File: config.mk
export PLATFORM = sky130hd
export DESIGN_NAME = remote_frame_receiver
export DESIGN_NICKNAME = d
export VERILOG_FILES = /design/src/rtl/core/rfr_pkg.sv /design/src/rtl/core/remote_frame_receiver.sv /design/src/rtl/core/rfr_cfg.sv /design/src/rtl/core/rfr_parser.sv
export VERILOG_INCLUDE_DIRS = /design/src /design/src/rtl/core
export SDC_FILE = /design/constraint.sdc
export NUM_CORES = 1
export LEC_CHECK = 0
export ABC_CLOCK_PERIOD_IN_PS = 20000
export BUFFER_PORTS_ARGS = -buffer_cell sky130_fd_sc_hd__buf_2
export CAP_MARGIN = 25
export CORE_MARGIN = 3
export CORE_UTILIZATION = 30
export CTS_BUF_LIST = sky130_fd_sc_hd__clkbuf_4
export DETAILED_ROUTE_END_ITERATION = 16
export PLACE_DENSITY = 0.54
export SKIP_CTS_REPAIR_TIMING = 1
export SYNTH_ARGS = -nofsm -noshare
export SYNTH_HDL_FRONTEND = slang
export SYNTH_SLANG_ARGS = --single-unit
File: constraint.sdc
create_clock -name clk -period 20 [get_ports clk]
set_input_delay 4 -clock clk [delete_from_list [all_inputs] [get_ports clk]]
set_output_delay 4 -clock clk [all_outputs]
set_load 0.05 [all_outputs]
File: src/rtl/core/remote_frame_receiver_defines.svh
// Assertion macros for the remote frame receiver parser.
`ifndef REMOTE_FRAME_RECEIVER_DEFINES_SVH
`define REMOTE_FRAME_RECEIVER_DEFINES_SVH
`ifndef SYNTH
`define RFR_ASSERT(label, prop) \
    label: assert property (@(posedge clk) disable iff (!rst_n) prop) \
        else $error("remote frame receiver check failed");
`define RFR_ASSERT_NEXT(label, ante, cons) \
    label: assert property (@(posedge clk) disable iff (!rst_n) (ante) |=> (cons)) \
        else $error("remote frame receiver check failed");
`else
`define RFR_ASSERT(label, prop)
`define RFR_ASSERT_NEXT(label, ante, cons)
`endif
`endif

File: src/rtl/core/rfr_pkg.sv
// Types, constants and the CRC function of the remote frame receiver.
`default_nettype none
package rfr_pkg;

    localparam int STICK_FRAME_LEN = 12;
    localparam int MODE_FRAME_LEN  = 6;
    localparam int POS_W           = 4;
    localparam int ADDR_W          = 4;
    localparam int DATA_W          = 32;
    localparam int OUT_DATA_W      = 176;

    localparam logic [15:0] CRC_INIT = 16'hFFFF;
    localparam logic [15:0] CRC_POLY = 16'h1021;

    localparam logic [POS_W-1:0] POS_HUNT   = 4'd0;
    localparam logic [POS_W-1:0] POS_SECOND = 4'd1;
    localparam logic [POS_W-1:0] POS_SEQ    = 4'd2;

    localparam logic [1:0] REG_FIRST_SYNC = 2'd0;
    localparam logic [1:0] REG_STICK_SYNC = 2'd1;
    localparam logic [1:0] REG_MODE_SYNC  = 2'd2;

    localparam logic [7:0] FIRST_SYNC_RESET = 8'd170;
    localparam logic [7:0] STICK_SYNC_RESET = 8'd85;
    localparam logic [7:0] MODE_SYNC_RESET  = 8'd86;

    localparam logic KIND_STICK = 1'b0;
    localparam logic KIND_MODE  = 1'b1;

    typedef struct packed {
        logic [7:0] first_sync;
        logic [7:0] stick_sync;
        logic [7:0] mode_sync;
    } cfg_t;

    typedef struct packed {
        logic               valid;
        logic               frame_kind;
        logic               crc_good;
        logic [7:0]         sequence_number;
        logic signed [15:0] axis_x;
        logic signed [15:0] axis_y;
        logic signed [15:0] axis_z;
        logic [7:0]         button_flags;
        logic [7:0]         mode_value;
        logic [31:0]        good_frames;
        logic [31:0]        crc_errors;
        logic [31:0]        lost_frames;
    } result_t;

    function automatic logic [15:0] crc16_update(input logic [15:0] crc_in,
                                                 input logic [7:0]  data);
        logic [15:0] crc;
        crc = crc_in ^ {data, 8'h00};
        for (int b = 0; b < 8; b++)
        begin
            if (crc[15])
                crc = {crc[14:0], 1'b0} ^ CRC_POLY;
            else
                crc = {crc[14:0], 1'b0};
        end
        return crc;
    endfunction

endpackage
`default_nettype wire

File: src/rtl/core/remote_frame_receiver.sv
// Top level of the remote frame receiver: input stage, parser, result register, APB registers.
// A frame's last byte is registered in the input stage, its result word then in the result
// register (m_tvalid). Throughput: one byte per cycle, set by the parser's combinational
// CRC update, while no result waits on m_tready; the input stage still takes a byte then.
// Reset clears the frame hunt, counters, held fields and result valid; sync registers
// return to 0xAA, 0x55 and 0x56.
`default_nettype none
module remote_frame_receiver (
    input  wire logic                          clk,
    input  wire logic                          rst_n,
    input  wire logic                          s_tvalid,
    output logic                               s_tready,
    input  wire logic [7:0]                    s_tdata,  // rx_byte
    output logic                               m_tvalid,
    input  wire logic                          m_tready,
    // crc_good, sequence_number, axis_x, axis_y, axis_z, button_flags, mode_value,
    // good_frames, crc_errors, lost_frames, then zero padding.
    output logic [rfr_pkg::OUT_DATA_W-1:0]     m_tdata,
    output logic                               m_tuser,  // frame_kind
    input  wire logic                          psel,
    input  wire logic                          penable,
    input  wire logic                          pwrite,
    input  wire logic [rfr_pkg::ADDR_W-1:0]    paddr,
    input  wire logic [rfr_pkg::DATA_W-1:0]    pwdata,
    output logic      [rfr_pkg::DATA_W-1:0]    prdata,
    output logic                               pready
);
    import rfr_pkg::*;

    cfg_t        cfg;
    result_t     res;
    result_t     out_reg;
    logic        in_valid_reg, in_valid_next;
    logic [7:0]  in_byte_reg;
    logic        out_valid_reg, out_valid_next;
    logic        out_free;
    logic        advance;

    assign out_free = !out_valid_reg || m_tready;
    assign advance  = in_valid_reg && out_free;
    assign s_tready = !in_valid_reg || advance;

    rfr_cfg u_cfg (
        .clk     (clk),
        .rst_n   (rst_n),
        .psel    (psel),
        .penable (penable),
        .pwrite  (pwrite),
        .paddr   (paddr),
        .pwdata  (pwdata),
        .prdata  (prdata),
        .pready  (pready),
        .cfg     (cfg)
    );

    rfr_parser u_parser (
        .clk     (clk),
        .rst_n   (rst_n),
        .cfg     (cfg),
        .fire    (advance),
        .rx_byte (in_byte_reg),
        .res     (res)
    );

    always_comb
    begin
        in_valid_next = in_valid_reg;
        if (s_tready)
            in_valid_next = s_tvalid;
        out_valid_next = out_valid_reg;
        if (out_free)
            out_valid_next = advance && res.valid;
    end

    always_ff @(posedge clk or negedge rst_n)
    begin
        if (!rst_n)
        begin
            in_valid_reg  <= 1'b0;
            out_valid_reg <= 1'b0;
        end
        else
        begin
            in_valid_reg  <= in_valid_next;
            out_valid_reg <= out_valid_next;
        end
    end

    always_ff @(posedge clk)
    begin
        if (s_tvalid && s_tready)
            in_byte_reg <= s_tdata;
        if (advance && res.valid)
            out_reg <= res;
    end

    assign m_tvalid = out_valid_reg;
    assign m_tuser  = out_reg.frame_kind;
    assign m_tdata  = {7'd0,
                       out_reg.lost_frames,
                       out_reg.crc_errors,
                       out_reg.good_frames,
                       out_reg.mode_value,
                       out_reg.button_flags,
                       out_reg.axis_z,
                       out_reg.axis_y,
                       out_reg.axis_x,
                       out_reg.sequence_number,
                       out_reg.crc_good};

endmodule
`default_nettype wire

File: src/rtl/core/rfr_cfg.sv
// APB register bank holding the three sync byte registers.
`default_nettype none
module rfr_cfg (
    input  wire logic                      clk,
    input  wire logic                      rst_n,
    input  wire logic                      psel,
    input  wire logic                      penable,
    input  wire logic                      pwrite,
    input  wire logic [rfr_pkg::ADDR_W-1:0] paddr,
    input  wire logic [rfr_pkg::DATA_W-1:0] pwdata,
    output logic      [rfr_pkg::DATA_W-1:0] prdata,
    output logic                           pready,
    output rfr_pkg::cfg_t                  cfg
);
    import rfr_pkg::*;

    cfg_t       cfg_reg;
    cfg_t       cfg_next;
    logic [1:0] reg_index;
    logic       wr_en;

    assign reg_index = paddr[3:2];
    assign wr_en     = psel && penable && pwrite;
    assign pready    = 1'b1;
    assign cfg       = cfg_reg;

    always_comb
    begin
        cfg_next = cfg_reg;
        if (wr_en)
        begin
            unique case (reg_index)
                REG_FIRST_SYNC: cfg_next.first_sync = pwdata[7:0];
                REG_STICK_SYNC: cfg_next.stick_sync = pwdata[7:0];
                REG_MODE_SYNC:  cfg_next.mode_sync  = pwdata[7:0];
                default:        cfg_next = cfg_reg;
            endcase
        end
    end

    always_comb
    begin
        unique case (reg_index)
            REG_FIRST_SYNC: prdata = {24'd0, cfg_reg.first_sync};
            REG_STICK_SYNC: prdata = {24'd0, cfg_reg.stick_sync};
            REG_MODE_SYNC:  prdata = {24'd0, cfg_reg.mode_sync};
            default:        prdata = '0;
        endcase
    end

    always_ff @(posedge clk or negedge rst_n)
    begin
        if (!rst_n)
        begin
            cfg_reg.first_sync <= FIRST_SYNC_RESET;
            cfg_reg.stick_sync <= STICK_SYNC_RESET;
            cfg_reg.mode_sync  <= MODE_SYNC_RESET;
        end
        else
        begin
            cfg_reg <= cfg_next;
        end
    end

endmodule
`default_nettype wire

File: src/rtl/core/rfr_parser.sv
// Frame parser: sync hunt, running CRC, frame check, held fields and counters.
`default_nettype none
`include "remote_frame_receiver_defines.svh"
module rfr_parser (
    input  wire logic            clk,
    input  wire logic            rst_n,
    input  wire rfr_pkg::cfg_t   cfg,
    input  wire logic            fire,
    input  wire logic [7:0]      rx_byte,
    output rfr_pkg::result_t     res
);
    import rfr_pkg::*;

    logic [POS_W-1:0]   pos_reg, pos_next;
    logic               kind_reg, kind_next;
    logic [15:0]        crc_reg, crc_next;
    logic [7:0]         seq_reg, seq_next;
    logic signed [15:0] x_reg, x_next;
    logic signed [15:0] y_reg, y_next;
    logic signed [15:0] z_reg, z_next;
    logic [7:0]         flags_reg, flags_next;
    logic [7:0]         mode_reg, mode_next;
    logic [31:0]        good_reg, good_next;
    logic [31:0]        err_reg, err_next;
    logic [31:0]        lost_reg, lost_next;
    logic [7:0]         frame_reg [STICK_FRAME_LEN];

    logic [POS_W-1:0]   frame_len;
    logic [POS_W-1:0]   pos_inc;
    logic [POS_W-1:0]   crc_lo_pos;
    logic [15:0]        rx_crc;
    logic               crc_ok;
    logic               in_body;
    logic               frame_done;
    logic [7:0]         seq_gap;

    assign frame_len  = kind_reg ? POS_W'(MODE_FRAME_LEN) : POS_W'(STICK_FRAME_LEN);
    assign crc_lo_pos = frame_len - POS_W'(2);
    assign pos_inc    = pos_reg + POS_W'(1);
    assign in_body    = (pos_reg >= POS_SEQ) && (pos_reg < POS_W'(STICK_FRAME_LEN));
    assign frame_done = in_body && (pos_inc >= frame_len);
    assign rx_crc     = {rx_byte, frame_reg[crc_lo_pos]};
    assign crc_ok     = (rx_crc == crc_reg);
    assign seq_gap    = frame_reg[2] - seq_reg - 8'd1;

    always_comb
    begin
        pos_next   = pos_reg;
        kind_next  = kind_reg;
        crc_next   = crc_reg;
        seq_next   = seq_reg;
        x_next     = x_reg;
        y_next     = y_reg;
        z_next     = z_reg;
        flags_next = flags_reg;
        mode_next  = mode_reg;
        good_next  = good_reg;
        err_next   = err_reg;
        lost_next  = lost_reg;
        if (fire)
        begin
            priority if (pos_reg == POS_HUNT)
            begin
                if (rx_byte == cfg.first_sync)
                begin
                    pos_next = POS_SECOND;
                    crc_next = crc16_update(CRC_INIT, rx_byte);
                end
            end
            else if (pos_reg == POS_SECOND)
            begin
                priority if (rx_byte == cfg.stick_sync)
                begin
                    kind_next = KIND_STICK;
                    pos_next  = POS_SEQ;
                    crc_next  = crc16_update(crc_reg, rx_byte);
                end
                else if (rx_byte == cfg.mode_sync)
                begin
                    kind_next = KIND_MODE;
                    pos_next  = POS_SEQ;
                    crc_next  = crc16_update(crc_reg, rx_byte);
                end
                else if (rx_byte == cfg.first_sync)
                begin
                    crc_next = crc16_update(CRC_INIT, rx_byte);
                end
                else
                begin
                    pos_next = POS_HUNT;
                end
            end
            else if (!in_body)
            begin
                pos_next = POS_HUNT;
            end
            else if (!frame_done)
            begin
                pos_next = pos_inc;
                if (pos_reg < crc_lo_pos)
                    crc_next = crc16_update(crc_reg, rx_byte);
            end
            else
            begin
                pos_next = POS_HUNT;
                if (!crc_ok)
                begin
                    err_next = err_reg + 32'd1;
                end
                else
                begin
                    good_next = good_reg + 32'd1;
                    if (kind_reg == KIND_STICK)
                    begin
                        if (good_reg != 32'd0)
                            lost_next = lost_reg + {24'd0, seq_gap};
                        seq_next   = frame_reg[2];
                        x_next     = {frame_reg[4], frame_reg[3]};
                        y_next     = {frame_reg[6], frame_reg[5]};
                        z_next     = {frame_reg[8], frame_reg[7]};
                        flags_next = frame_reg[9];
                    end
                    else
                    begin
                        mode_next = frame_reg[3];
                    end
                end
            end
        end
    end

    always_comb
    begin
        res.valid           = fire && frame_done;
        res.frame_kind      = kind_reg;
        res.crc_good        = crc_ok;
        res.sequence_number = seq_next;
        res.axis_x          = x_next;
        res.axis_y          = y_next;
        res.axis_z          = z_next;
        res.button_flags    = flags_next;
        res.mode_value      = mode_next;
        res.good_frames     = good_next;
        res.crc_errors      = err_next;
        res.lost_frames     = lost_next;
    end

    always_ff @(posedge clk)
    begin
        if (fire && in_body)
            frame_reg[pos_reg] <= rx_byte;
    end

    always_ff @(posedge clk or negedge rst_n)
    begin
        if (!rst_n)
        begin
            pos_reg   <= POS_HUNT;
            kind_reg  <= KIND_STICK;
            crc_reg   <= CRC_INIT;
            seq_reg   <= '0;
            x_reg     <= '0;
            y_reg     <= '0;
            z_reg     <= '0;
            flags_reg <= '0;
            mode_reg  <= '0;
            good_reg  <= '0;
            err_reg   <= '0;
            lost_reg  <= '0;
        end
        else
        begin
            pos_reg   <= pos_next;
            kind_reg  <= kind_next;
            crc_reg   <= crc_next;
            seq_reg   <= seq_next;
            x_reg     <= x_next;
            y_reg     <= y_next;
            z_reg     <= z_next;
            flags_reg <= flags_next;
            mode_reg  <= mode_next;
            good_reg  <= good_next;
            err_reg   <= err_next;
            lost_reg  <= lost_next;
        end
    end

    `RFR_ASSERT(a_pos_range, pos_reg < POS_W'(STICK_FRAME_LEN))
    `RFR_ASSERT(a_done_at_last_byte, res.valid |-> ((kind_reg == KIND_STICK && pos_reg == POS_W'(STICK_FRAME_LEN - 1)) || (kind_reg == KIND_MODE && pos_reg == POS_W'(MODE_FRAME_LEN - 1))))
    `RFR_ASSERT_NEXT(a_good_counts, res.valid && crc_ok, good_reg == $past(good_reg) + 32'd1 && err_reg == $past(err_reg))
    `RFR_ASSERT_NEXT(a_bad_counts, res.valid && !crc_ok, err_reg == $past(err_reg) + 32'd1 && good_reg == $past(good_reg) && lost_reg == $past(lost_reg))
    `RFR_ASSERT_NEXT(a_idle_holds, !fire, $stable(pos_reg) && $stable(good_reg) && $stable(err_reg))

endmodule
`default_nettype wire

==> flow_summary.yaml <==
clocking:
  clk_latency_ps: 870
  clockBufferDepth: 3
  root_buffer: "clkbuf_4"
  clk_pin_slew_ps: 60
  numCtsBuffers: 120
  htreeDepth: 3
  clock_sinks: 465
  cts_tree: "built"
layout:
  nNetsFinal: 1647
  largest_register_ffs: 169
  fin_area_um2: 22400
  drive_gt1_frac: 0.338
  syn2layout_area_growth_pct: 18.5
  fin_util: 0.362
  fin_cells: 2507
place:
  io_buffers: 204
  dpl_cell_area_um2: 20800
  place_inst: 2281
  dp_hpwl_mm: 27.5
  gp_congestion: 0.805
hold_path:
  min_path_type: "register to register"
floorplanning:
  die-area_um2: 66200
  core_um2: 62100
  die_h_um: 257
  die_w_um: 257
  initial_utilization: 0.305
  std_cell_rows: 91
  io_pins: 263
worst_setup_path:
  startpoint_type: "input port"
  cp-end-kind: "output pin"
  crit_arrival_ps: 5330
  cp_max_fo: 12
  rrSetupSlack_ps: 15680
  critPathRequiredTime_ps: 16000
  path_class: "input port to output pin"
run:
  maxCapViolCount: 0
status:
  status: "finished clean"
pwr:
  power_leakage_nw: 8.98
  ir_drop_uv: 57.7
  powerDensity_nw_per_um2: 105
  power_mw: 2.35
sta:
  rsz0062_at_grt: "no"
  hold_viol: 0
  max_freq_ghz: 0.107
  setup_tns_ps: 0
  period_share: 0.466
  setup_viol: 0
  skew_ps: 58.4
  slew_violations: 0
  maxSlewHeadroom: 0.0562
  post-route-min-period_ps: 9330
  worstMarginPinSlew_ps: 1420
yosys:
  yosysSeqAreaShare: 0.682
  yosys_warnings: 0
  async_reset_ff_frac: 0.462
  avgSynthCellArea_um2: 14.9
  synth.distinct_cells: 64
  synth_top_cell_area_share: 0.396
  synth_ff_type: "edfxtp_1"
  synthTopCellsByArea: "edfxtp_1, dfrtp_1, mux2_2"
  synth_most_common_cell: "edfxtp_1"
  synth_top_area_cell: "edfxtp_1"
  synth_edf_count: 250
  ys_seq_elements: 465
  syn-cell-area_um2: 18900
  postSynthCellCount: 1268
  synthTopCellsByCount: "edfxtp_1, dfrtp_1, xnor2_1"
global_route:
  grt_max_degree: 170
  grt_pass1_wl_mm: 66.7
  antenna_found_initial: 2
  grt_use_total: 0.130
  grt_overflow: 0
  grt_pass1_vias: 11600
drt:
  routed_wl_mm: 42.6
  vias: 11000
  routed_via_density: 4.38
  wire_per_inst_um: 17.0
  ant_nets: 0
  drtPass1Iterations: 5
  drt-initial-drc-count: 560
  drc: 0
## metrics by stage
step	worst slack (ps)	hold WS, ps
5_1_grt	10550	487
3_5_place_dp	10720	468
2_1_floorplan	7870	439
4_1_cts	10710	486
6_report	10670	478
3_3_place_gp	10710	463
## kinds of logic (layout without fill, tap and decap cells)
logic type	after synthesis	in the layout	share of synthesized area
and+or+nand+nor	279	279	0.0789
buffers and inverters	104	475	0.0320
xor gates and xnor gates	179	179	0.0832
adders and majority gates	28	28	0.0193
muxes	127	127	0.0745
AOI/OAI and AO/OA	84	84	0.0294
DFF	465	465	0.682
other	2	33	0.000397
## layer usage
| layer | wire (um) | vias to the layer above | global-route usage |
|---|---|---|---|
| met5 | 0 | - | 0 |
| met4 | 978 | 0 | 0.0540 |
| met3 | 2280 | 78 | 0.0299 |
| met2 | 20000 | 298 | 0.206 |
| met1 | 19300 | 5385 | 0.171 |
| li1 | - | 5214 | - |
## final cells by class
class                           count  area, um2
Fill cell                        6011      39600
Sequential cell                   465      12900
Multi-Input combinational cell    729       5540
Clock buffer                      179       1340
Timing Repair Buffer              222       1250
Tap cell                          837       1050
Clock inverter                     44        223
Inverter                           30        114
Antenna cell                        1       2.50
## report_power, final
group          internal (mW)  switching, mW  total [mW]
registers               1.08         0.0584        1.14
clock network          0.424          0.387       0.811
logic                  0.150          0.245       0.395
## placed cells by master (no fill, tap or decap), types with 3 or more instances in the layout
master / count
edfxtp_1: 250
buf_2: 203
dfrtp_1: 187
clkbuf_4: 179
xnor2_1: 122
mux2_2: 103
nand2_1: 61
xor2_1: 56
nor2_1: 49
nand4_1: 39
nand3_1: 37
conb_1: 32
clkinv_1: 30
inv_1: 29
dfstp_2: 28
a21oi_1: 26
ha_1: 26
nor3_1: 22
and3_1: 20
mux2i_1: 16
o21ai_0: 15
nor4_1: 15
buf_4: 13
clkinv_2: 9
and2_1: 9
mux2_1: 8
a21o_1: 8
and4_1: 7
a211oi_1: 4
o21a_1: 4
or2_2: 3
o21bai_1: 3
a31o_2: 3
clkinvlp_4: 3
buf_16: 3
## worst max-delay path: stages
cell and delay, ps:
buf_2 200, nor2b_1 560, nand2_1 100, o21ai_0 140, buf_2 320
## path summary, 6_finish.rpt
path                       depth (start not counted)                    end                  from
max                                                5              prdata[7]              paddr[3]
min                                                1   u_parser.err_reg[31]  u_parser.err_reg[31]
max reg2reg                                       12           m_tdata[155]   u_parser.pos_reg[1]
min reg2reg                                        1   u_parser.err_reg[31]  u_parser.err_reg[31]
max in group asynchronous                          2  u_parser.good_reg[26]                 rst_n
min in group asynchronous                          1   u_parser.err_reg[13]                 rst_n
No activity file was read; power rests on OpenSTA's default activity.
